**config.mk**
```make
export PLATFORM = sky130hd
export DESIGN_NAME = cfba_ctrl
export DESIGN_NICKNAME = d
export VERILOG_FILES = /design/src/design/cfba_pkg.sv /design/src/design/cfba_ctrl.sv
export SDC_FILE = /design/constraint.sdc
export NUM_CORES = 1
export LEC_CHECK = 0
export ABC_AREA = 1
export BUFFER_PORTS_ARGS = -buffer_cell sky130_fd_sc_hd__buf_2
export CORE_AREA = 2 2 39 41
export DETAILED_ROUTE_END_ITERATION = 16
export DIE_AREA = 0 0 41 43
export GPL_TIMING_DRIVEN = 0
export PLACE_DENSITY = 0.75
export SLEW_MARGIN = 15
export SYNTH_ARGS = -nofsm -noshare
export SYNTH_HDL_FRONTEND = slang
export SYNTH_SLANG_ARGS = --single-unit
export TNS_END_PERCENT = 100
```
**constraint.sdc**
```tcl
create_clock -name clk_i -period 1.3 [get_ports clk_i]
set_clock_uncertainty 0.2 [all_clocks]
set_input_delay 0.195 -clock clk_i [delete_from_list [all_inputs] [get_ports clk_i]]
set_output_delay 0.195 -clock clk_i [all_outputs]
set_load 0.02 [all_outputs]
```
**src/design/cfba_pkg.sv**
```systemverilog
// ----------------------------------------------------------------------------
// cfba_pkg: shared types and constants of the frame bitmap allocator
// Field widths, operation and status codes, controller/datapath bundles.
// ----------------------------------------------------------------------------
package cfba_pkg;

  localparam int unsigned FN_W  = 16;  // frame number
  localparam int unsigned CNT_W = 17;  // frame count, free count, total
  localparam int unsigned ST_W  = 2;

  localparam logic [CNT_W-1:0] TOTAL_RESET = 17'd65536;

  localparam logic FUNC_ALLOC = 1'b0;
  localparam logic FUNC_FREE  = 1'b1;

  typedef enum logic [ST_W-1:0] {
    ST_OK         = 2'd0,
    ST_ZERO_COUNT = 2'd1,
    ST_TOO_BIG    = 2'd2,
    ST_NO_RUN     = 2'd3
  } status_e;

  // controller -> datapath
  typedef struct packed {
    logic clr_step;   // write one all-ones word of the reset sweep
    logic load;       // capture a request
    logic div_step;   // split frame_number into map word and bit offset
    logic seed_free;  // set up the clear walk of a free request
    logic rd;         // read the map word at the working index
    logic scan_step;  // test one chunk of the current word
    logic mark_wr;    // write back one modified map word
    logic rsp_load;   // move the result into the output register
  } ctrl_cmd_t;

  // datapath -> controller
  typedef struct packed {
    logic clr_last;
    logic req_free;
    logic req_err;
    logic free_skip;
    logic hit;
    logic scan_end;
    logic chunk_last;
    logic mark_last;
  } dp_sts_t;

endpackage

```
**src/design/cfba_ctrl.sv**
```systemverilog
// ----------------------------------------------------------------------------
// cfba_ctrl: controller of the frame bitmap allocator
// Sequences the reset sweep, frame split, scan, mark/clear walk and response handshake.
// ----------------------------------------------------------------------------
module cfba_ctrl (
  input  logic                 clk_i,
  input  logic                 rst_ni,
  input  logic                 req_valid_i,
  output logic                 req_ready_o,
  output logic                 rsp_valid_o,
  input  logic                 rsp_ready_i,
  input  cfba_pkg::dp_sts_t    sts_i,
  output cfba_pkg::ctrl_cmd_t  cmd_o
);

  typedef enum logic [3:0] {
    S_CLEAR,
    S_IDLE,
    S_DIV,
    S_DIV_END,
    S_SCAN_RD,
    S_SCAN,
    S_MARK_RD,
    S_MARK_WR,
    S_RESP
  } state_e;

  state_e state_q, state_d;
  logic   rsp_valid_q, rsp_valid_d;

  always_comb begin
    state_d     = state_q;
    rsp_valid_d = rsp_valid_q && !rsp_ready_i;
    cmd_o       = '0;
    req_ready_o = 1'b0;
    case (state_q)
      S_CLEAR: begin
        cmd_o.clr_step = 1'b1;
        if (sts_i.clr_last) begin
          state_d = S_IDLE;
        end
      end
      S_IDLE: begin
        req_ready_o = 1'b1;
        if (req_valid_i) begin
          cmd_o.load = 1'b1;
          if (sts_i.req_free) begin
            state_d = S_DIV;
          end else if (sts_i.req_err) begin
            state_d = S_RESP;
          end else begin
            state_d = S_SCAN_RD;
          end
        end
      end
      S_DIV: begin
        cmd_o.div_step = 1'b1;
        state_d        = S_DIV_END;
      end
      S_DIV_END: begin
        cmd_o.seed_free = 1'b1;
        state_d = sts_i.free_skip ? S_RESP : S_MARK_RD;
      end
      S_SCAN_RD: begin
        cmd_o.rd = 1'b1;
        state_d  = S_SCAN;
      end
      S_SCAN: begin
        cmd_o.scan_step = 1'b1;
        if (sts_i.hit) begin
          state_d = S_MARK_RD;
        end else if (sts_i.scan_end) begin
          state_d = S_RESP;
        end else if (sts_i.chunk_last) begin
          state_d = S_SCAN_RD;
        end
      end
      S_MARK_RD: begin
        cmd_o.rd = 1'b1;
        state_d  = S_MARK_WR;
      end
      S_MARK_WR: begin
        cmd_o.mark_wr = 1'b1;
        state_d = sts_i.mark_last ? S_RESP : S_MARK_RD;
      end
      S_RESP: begin
        // wait for the output register to drain
        if (!rsp_valid_q || rsp_ready_i) begin
          cmd_o.rsp_load = 1'b1;
          rsp_valid_d    = 1'b1;
          state_d        = S_IDLE;
        end
      end
      default: begin
        state_d = S_IDLE;
      end
    endcase
  end

  always_ff @(posedge clk_i or negedge rst_ni) begin
    if (!rst_ni) begin
      state_q     <= S_CLEAR;
      rsp_valid_q <= 1'b0;
    end else begin
      state_q     <= state_d;
      rsp_valid_q <= rsp_valid_d;
    end
  end

  assign rsp_valid_o = rsp_valid_q;

endmodule

```
# Word-level counts from Yosys, hierarchy flattened
# Cells that the tools add are included.
# op_classes
eq_ne	12
n_mux	24
reduce_logical	7
# ops
op	n
two-way mux 4 bit	10
case mux 4 bit (9 select lines)	1
equality test 4 x 3 -> 1 bit, second input constant	4
two-way mux 1 bit	13
equality test 4 x 2 -> 1 bit, second input constant	2
!= test 2 bit, second input constant	3
equality test 4 x 1 -> 1 bit, second input constant	1
equality test 4 bit, second input constant	1
zero test 4 bit	1
!= test 4 bit, second input constant	1
AND reduction 4 bit	1
zero test 1 bit	2
OR reduction 2 bit	1
logical AND 1 bit	1
logical OR 1 bit	1
# word_totals
reg_bits	5
input_bits	12
output_inout_bits	10

# Depth between registers and ports, before layout
# Gate-level depths: netlist of run 1.
# depth
word_depth	4
mapped_depth	9

# Least setup slack after synthesis of run 1
# No wires, ideal clock.
# synth_path
kind	register -> output
startpoint	register state_q[2]
endpoint	output cmd_o[7] (netlist bit)
t_arrival_ps	1208
required_time_ps	905
slack_ps	-303
path_stages_with_launch	4
path_buffers	0
path_cell_list	dfrtp_1 -> nor2_2 -> inv_1 -> nor3_1
# synth_lines
item	line_no	source
start, declared	cfba_ctrl.sv:28	state_e state_q, state_d;
start signal, assigned	cfba_ctrl.sv:105	state_q <= state_d;
end, declared	cfba_ctrl.sv:13	output cfba_pkg::ctrl_cmd_t cmd_o

==> results.yml, run 1 <==
run_status:
  status: "finished, violations left"
  violations: "negative setup slack"
synth:
  synth_nets: 91
  ys_ff_latch: 5
  synthTopCellsByArea: "dfrtp_1 28%, nand2_1 19%, inv_1 12%"
  yosysUniqueCellTypes: 13
  netlist_area_um2: 453
  syn_area_per_cell_um2: 5.73
  synthCells: 79
  yosysSeqAreaShare: 0.276
  synth_top_area_cell: "dfrtp_1"
  yosysTopAreaCellShare: 0.276
  ys_warn_count: 0
final_layout:
  areaGrowthSynthToFinish_pct: 112
  layout_commonest_cell: "buf_6"
  layout.nets: 133
  fill_cells: 106
  drive_above_1_share: 0.592
  diodes: 0
  final_cell_mix: "16 x buf_6, 15 x nand2_1, 12 x buf_2, 9 x inv_1, 9 x nor2_1"
placed_design:
  dp_hpwl_um: 865
  portBuffers: 21
  routabilityCongestion: 0.878
setup_path:
  crit_arrival_ns: 1.25
  start_kind: "register"
  reg2reg_to: "state_q[3]"
  cp.buffers_inverters: 2
  reg2reg_depth: 10
  cp_cell_sequence: "nor2_4 -> inv_2 -> nor3_4 -> buf_6"
  slowest_stage: "dfrtp_2"
  worst-path-max-fanout: 5
  end_kind: "primary output"
  cpPeakStageDelay_ns: 0.42
  r2r_start: "state_q[1]"
  r2r_slack_ns: -0.23
  critical_path_class: "register to primary output"
  cp_top_family: "flip-flops"
  required_ns: 0.90
route:
  vias: 612
  wl_um: 1380
  antenna_left: 0
  routedWlPerCell_um: 10.2
  drc: 0
  viasPerCell: 4.50
  drtIter0Drc: 9
  first_pass_iters: 4
worst_hold_path:
  min-delay-start: "sts_i[1]"
  hp-class: "input port to register"
  holdPathEnd: "state_q[2]"
  whs_path_depth: 4
sta:
  rsz0062_at_grt: "true"
  hold_slack_ns: 0.0593
  tightest_slew_ns: 0.325
  relSlewSlack: 0.782
  setup_violations: 13
  setup_ws_ns: -0.344
  fmax_mhz: 608
  drv_slew: 0
  hold_viol_final: 0
  min_period_ns: 1.64
  period_share: 1.26
clocking:
  clkSlewWorstSetupHoldPaths_ns: 0.04
  htreeDepth: 1
  cts_tree: "done"
  clock_latency_ns: 0.24
  cts_sinks: 5
  cts_buffer_depth: 2
  cts_root_buffer: "clkbuf_4"
  cts_buffers: 3
die:
  ioPinCount: 22
  die_x_um: 41
  core-area_um2: 1380
  fp-row-count: 14
  die_area_um2: 1760
  start_util: 0.327
  die_y_um: 43
global_route:
  antenna_found_initial: 0
  grt_pass1_vias: 542
  grt.overflow.total: 0
  grt_use_total: 0.182
  grt_start_max_net_pins: 8
  grt_pass1_wl_um: 2170
power_and_ir_drop:
  power_w: 0.00214
  p_per_area_nw_per_um2: 2230
  ir_drop_v: 0.00145
  leakagePower_nw: 0.513
flow_run:
  cap_violations: 0
flip-flops by register name, indices dropped and copies added, names as in the netlist:
name and cells:
rsp_valid_o 1, state_q 4
repair_timing:
item / 4_1_cts / 5_1_grt
hold buffers: 2 / 0
endpoints found under the hold margin: 6 / 0
pin swaps: 6 / 10
setup buffers: 11 / 4
setup endpoints to repair: 13 / 13
gates resized for setup: 43 / 9
power breakdown:
group | switching [W] | leakage [nW] | internal (W)
clock network | 0.0000617 | 0.0150 | 0.000116
registers | 0.000115 | 0.0597 | 0.000228
logic | 0.000859 | 0.438 | 0.000766
stage by stage:
step	setup TNS (ns)	instance area (µm²)	utilization	std cells	worst slack [ns]
2_1_floorplan	-0.286	507	-	79	-0.0652
3_3_place_gp	-1.38	632	0.457	116	-0.192
3_5_place_dp	-1.60	632	0.457	116	-0.226
4_1_cts	-2.82	907	0.656	133	-0.328
5_1_grt	-3.80	961	0.694	136	-0.373
6_report	-3.18	961	0.694	136	-0.344
worst reg2reg max path, stage by stage (launching register included):
cell and delay [ns]:
dfrtp_2 0.46, buf_6 0.16, inv_4 0.05, nand2_4 0.04, nor2_4 0.10, buf_6 0.13
nand2_4 0.05, nand2_4 0.09, nor2_4 0.04, nand2_1 0.05, nand2_1 0.04
synth_stat cells:
master,number
o21a_1,1
nand3_1,9
inv_1,15
nor2_2,4
nand2_1,23
dfrtp_1,5
nor2_4,1
nand2_2,1
nor2_1,14
nor3_1,2
nand3b_1,2
o21bai_1,1
o21ai_0,1
cells by family (layout without fill, tap and decap cells):
group | count (synthesis) | count (layout) | synth area share
compound gates | 3 | 3 | 0.0442
buf+inv | 15 | 56 | 0.124
flops | 5 | 5 | 0.276
simple gates | 56 | 56 | 0.555
final cells by class:
type	count	area (µm²)	area share
flip-flops and latches	5	130	0.135
well taps	16	20.0	0.0208
multi-input cells	59	408	0.424
inverters	15	63.8	0.0664
repair buffers	37	313	0.326
clock buffers	4	26.3	0.0273
layer usage:
metal,up-vias,global-route usage,share of wire
met5,-,0,0
met4,0,0.0800,0.013
met3,2,0.0314,0.025
met2,15,0.294,0.52
met1,270,0.223,0.44
li1,325,-,-
worst max path at each step:
stage | endpoint | from | cells past startpoint
after floorplan | state_q[3] | state_q[1] | 8
after global placement | cmd_o[7] | state_q[2] | 4
after detailed placement | cmd_o[7] | state_q[2] | 4
after CTS | cmd_o[7] | state_q[3] | 4
after global routing | cmd_o[7] | state_q[2] | 4
final | cmd_o[7] | state_q[2] | 4
(Power assumes the default switching activity.)
==> run 2, diff against run 1 <==
--- a/config.mk
+++ b/config.mk
@@ -12,8 +12,9 @@
 export DIE_AREA = 0 0 41 43
 export GPL_TIMING_DRIVEN = 0
 export PLACE_DENSITY = 0.75
+export REMOVE_ABC_BUFFERS = 1
 export SLEW_MARGIN = 15
 export SYNTH_ARGS = -nofsm -noshare
 export SYNTH_HDL_FRONTEND = slang
 export SYNTH_SLANG_ARGS = --single-unit
-export TNS_END_PERCENT = 100
+export TNS_END_PERCENT = 30
==> run 2 against run 1 <==
The flow still finishes with violations (negative setup slack). Combinational power decreased by 33%. Wire length shrank 21%. Critical path depth did not move. Worst setup slack improved by 0.070 ns. Sequential power shrank 5%. Non-clock buffer count down 9. Clock power shrank 2%. Total power fell by 26%. Global-route usage is 4.7 points lower. Clock-buffer cell count stayed put.
==> results.yml, run 2 (synthesis gave the netlist of run 1 again) <==
setup_path:
  worst-path-max-fanout: 5
  reg2reg_depth: 10
  required_ns: 0.90
  reg2reg_to: "state_q[3]"
  start_kind: "register"
  end_kind: "primary output"
  r2r_start: "state_q[1]"
  crit_arrival_ns: 1.18
  r2r_slack_ns: -0.15
  critical_path_class: "register to primary output"
power_and_ir_drop:
  p_per_area_nw_per_um2: 2140
  p_comb_frac: 0.684
  leakagePower_nw: 0.426
  swShare: 0.485
  ir_drop_v: 0.000910
  power.net_switching_w: 0.000771
  power_w: 0.00159
  pwr-share-seq: 0.206
  pwr-share-clk: 0.109
  p_int_w: 0.000818
final_layout:
  fill_cells: 126
  drive_above_1_share: 0.441
  diodes: 0
  regMostFlops: "state_q"
  largest_reg_flops: 4
  regArea_um2: 130
  stdcell_area_um2: 742
  layout_commonest_cell: "nand2_1"
  multi_input_area_um2: 309
  areaGrowthSynthToFinish_pct: 63.8
  final_cells: 127
  layout.nets: 124
  final_cell_mix: "20 x nand2_1, 12 x inv_1, 12 x nor2_1, 12 x buf_2, 10 x buf_4"
sta:
  finalSetupTns_ns: -2.49
  period_share: 1.21
  setup_ws_ns: -0.274
  min_period_ns: 1.57
  fmax_mhz: 635
  tightest_slew_ns: 0.209
  drv_slew: 0
  hold_slack_ns: 0.0388
  hold_viol_final: 0
  setup_violations: 13
  rsz0062_at_grt: "true"
  relSlewSlack: 0.861
clocking:
  cts_buffer_depth: 2
  cts_sinks: 5
  cts_tree: "done"
  htreeDepth: 1
  clkSlewWorstSetupHoldPaths_ns: 0.04
  cts_buffers: 3
  clock_latency_ns: 0.24
  cts_root_buffer: "clkbuf_4"
route:
  antenna_left: 0
  routedWlPerCell_um: 8.63
  wl_um: 1100
  viasPerCell: 4.55
  vias: 578
  first_pass_iters: 4
  drtIter0Drc: 12
  drc: 0
global_route:
  grt_pass1_wl_um: 1680
  grt_use_total: 0.134
  grt_start_max_net_pins: 8
  grt.overflow.total: 0
  grt_pass1_vias: 486
  antenna_found_initial: 0
placed_design:
  placed_cells_incl_taps: 116
  dp_hpwl_um: 846
  portBuffers: 21
  routabilityCongestion: 0.775
  place_area_um2: 578
die:
  core-area_um2: 1380
  fp-row-count: 14
  ioPinCount: 22
  die_area_um2: 1760
  start_util: 0.327
  die_x_um: 41
  die_y_um: 43
flow_run:
  cap_violations: 0
worst_hold_path:
  holdPathEnd: "state_q[2]"
  min-delay-start: "sts_i[1]"
  hp-class: "input port to register"
  whs_path_depth: 4
run_status:
  status: "finished, violations left"
  violations: "negative setup slack"
[run 2: cell count changes in the layout (fill, tap and decap cells not counted), moves of 3 or more]
cell / before / now
inv_1: 9 / 12
nor2_4: 8 / 4
buf_4: 7 / 10
nor2_1: 9 / 12
buf_6: 16 / 4
nand2_4: 3 / 0
nand2_1: 15 / 20
inv_4: 3 / 0
[run 2: layout make-up]
type / count / share of cell area
multi-input cells: 59 / 0.417
repair buffers: 28 / 0.270
flip-flops and latches: 5 / 0.175
inverters: 15 / 0.0759
clock buffers: 4 / 0.0354
well taps: 16 / 0.0270
[run 2: worst max path at each step]
stage	from	end	slack [ns]	cells past startpoint
after floorplan	state_q[2]	cmd_o[7]	-0.30	3
after global placement	state_q[2]	cmd_o[7]	-0.23	4
after detailed placement	state_q[2]	cmd_o[7]	-0.23	4
after CTS	state_q[3]	cmd_o[7]	-0.31	4
after global routing	state_q[2]	cmd_o[7]	-0.35	4
final	state_q[2]	cmd_o[6]	-0.27	4
[run 2: timing repair]
action                                 CTS  global route
hold buffers                             2             0
setup buffers                            4             1
endpoints found under the hold margin    6             0
setup endpoints to repair               13            13
resized for setup                       14            16
pin swaps                                4             3
[run 2: per-layer routing]
| metal | up-vias | routed length, µm | global-route usage |
|---|---|---|---|
| met3 | 0 | 75 | 0.0157 |
| met5 | - | 0 | 0 |
| met4 | 0 | 0 | 0.0600 |
| met2 | 20 | 585 | 0.244 |
| met1 | 251 | 434 | 0.141 |
| li1 | 307 | - | - |
[run 2: power by group through the flow]
stage          Clock [W]  Combinational, W  Sequential [W]
5_1_grt         0.000196           0.00119        0.000340
2_1_floorplan          0          0.000578        0.000299
3_5_place_dp           0          0.000789        0.000302
6_report        0.000174           0.00109        0.000327
3_3_place_gp           0          0.000777        0.000297
4_1_cts         0.000186          0.000992        0.000304
[run 2: critical path, stage by stage, from the launching register on]
cell,delay (ns)
dfrtp_2,0.43
nor2_4,0.18
nand2_1,0.09
nor2_1,0.09
buf_4,0.14
[run 2: per-stage QoR]
step	util	setup WS [ns]
floorplan	-	-0.303
global placement	0.418	-0.225
detailed placement	0.418	-0.233
CTS	0.498	-0.307
global route	0.536	-0.347
finish	0.536	-0.274
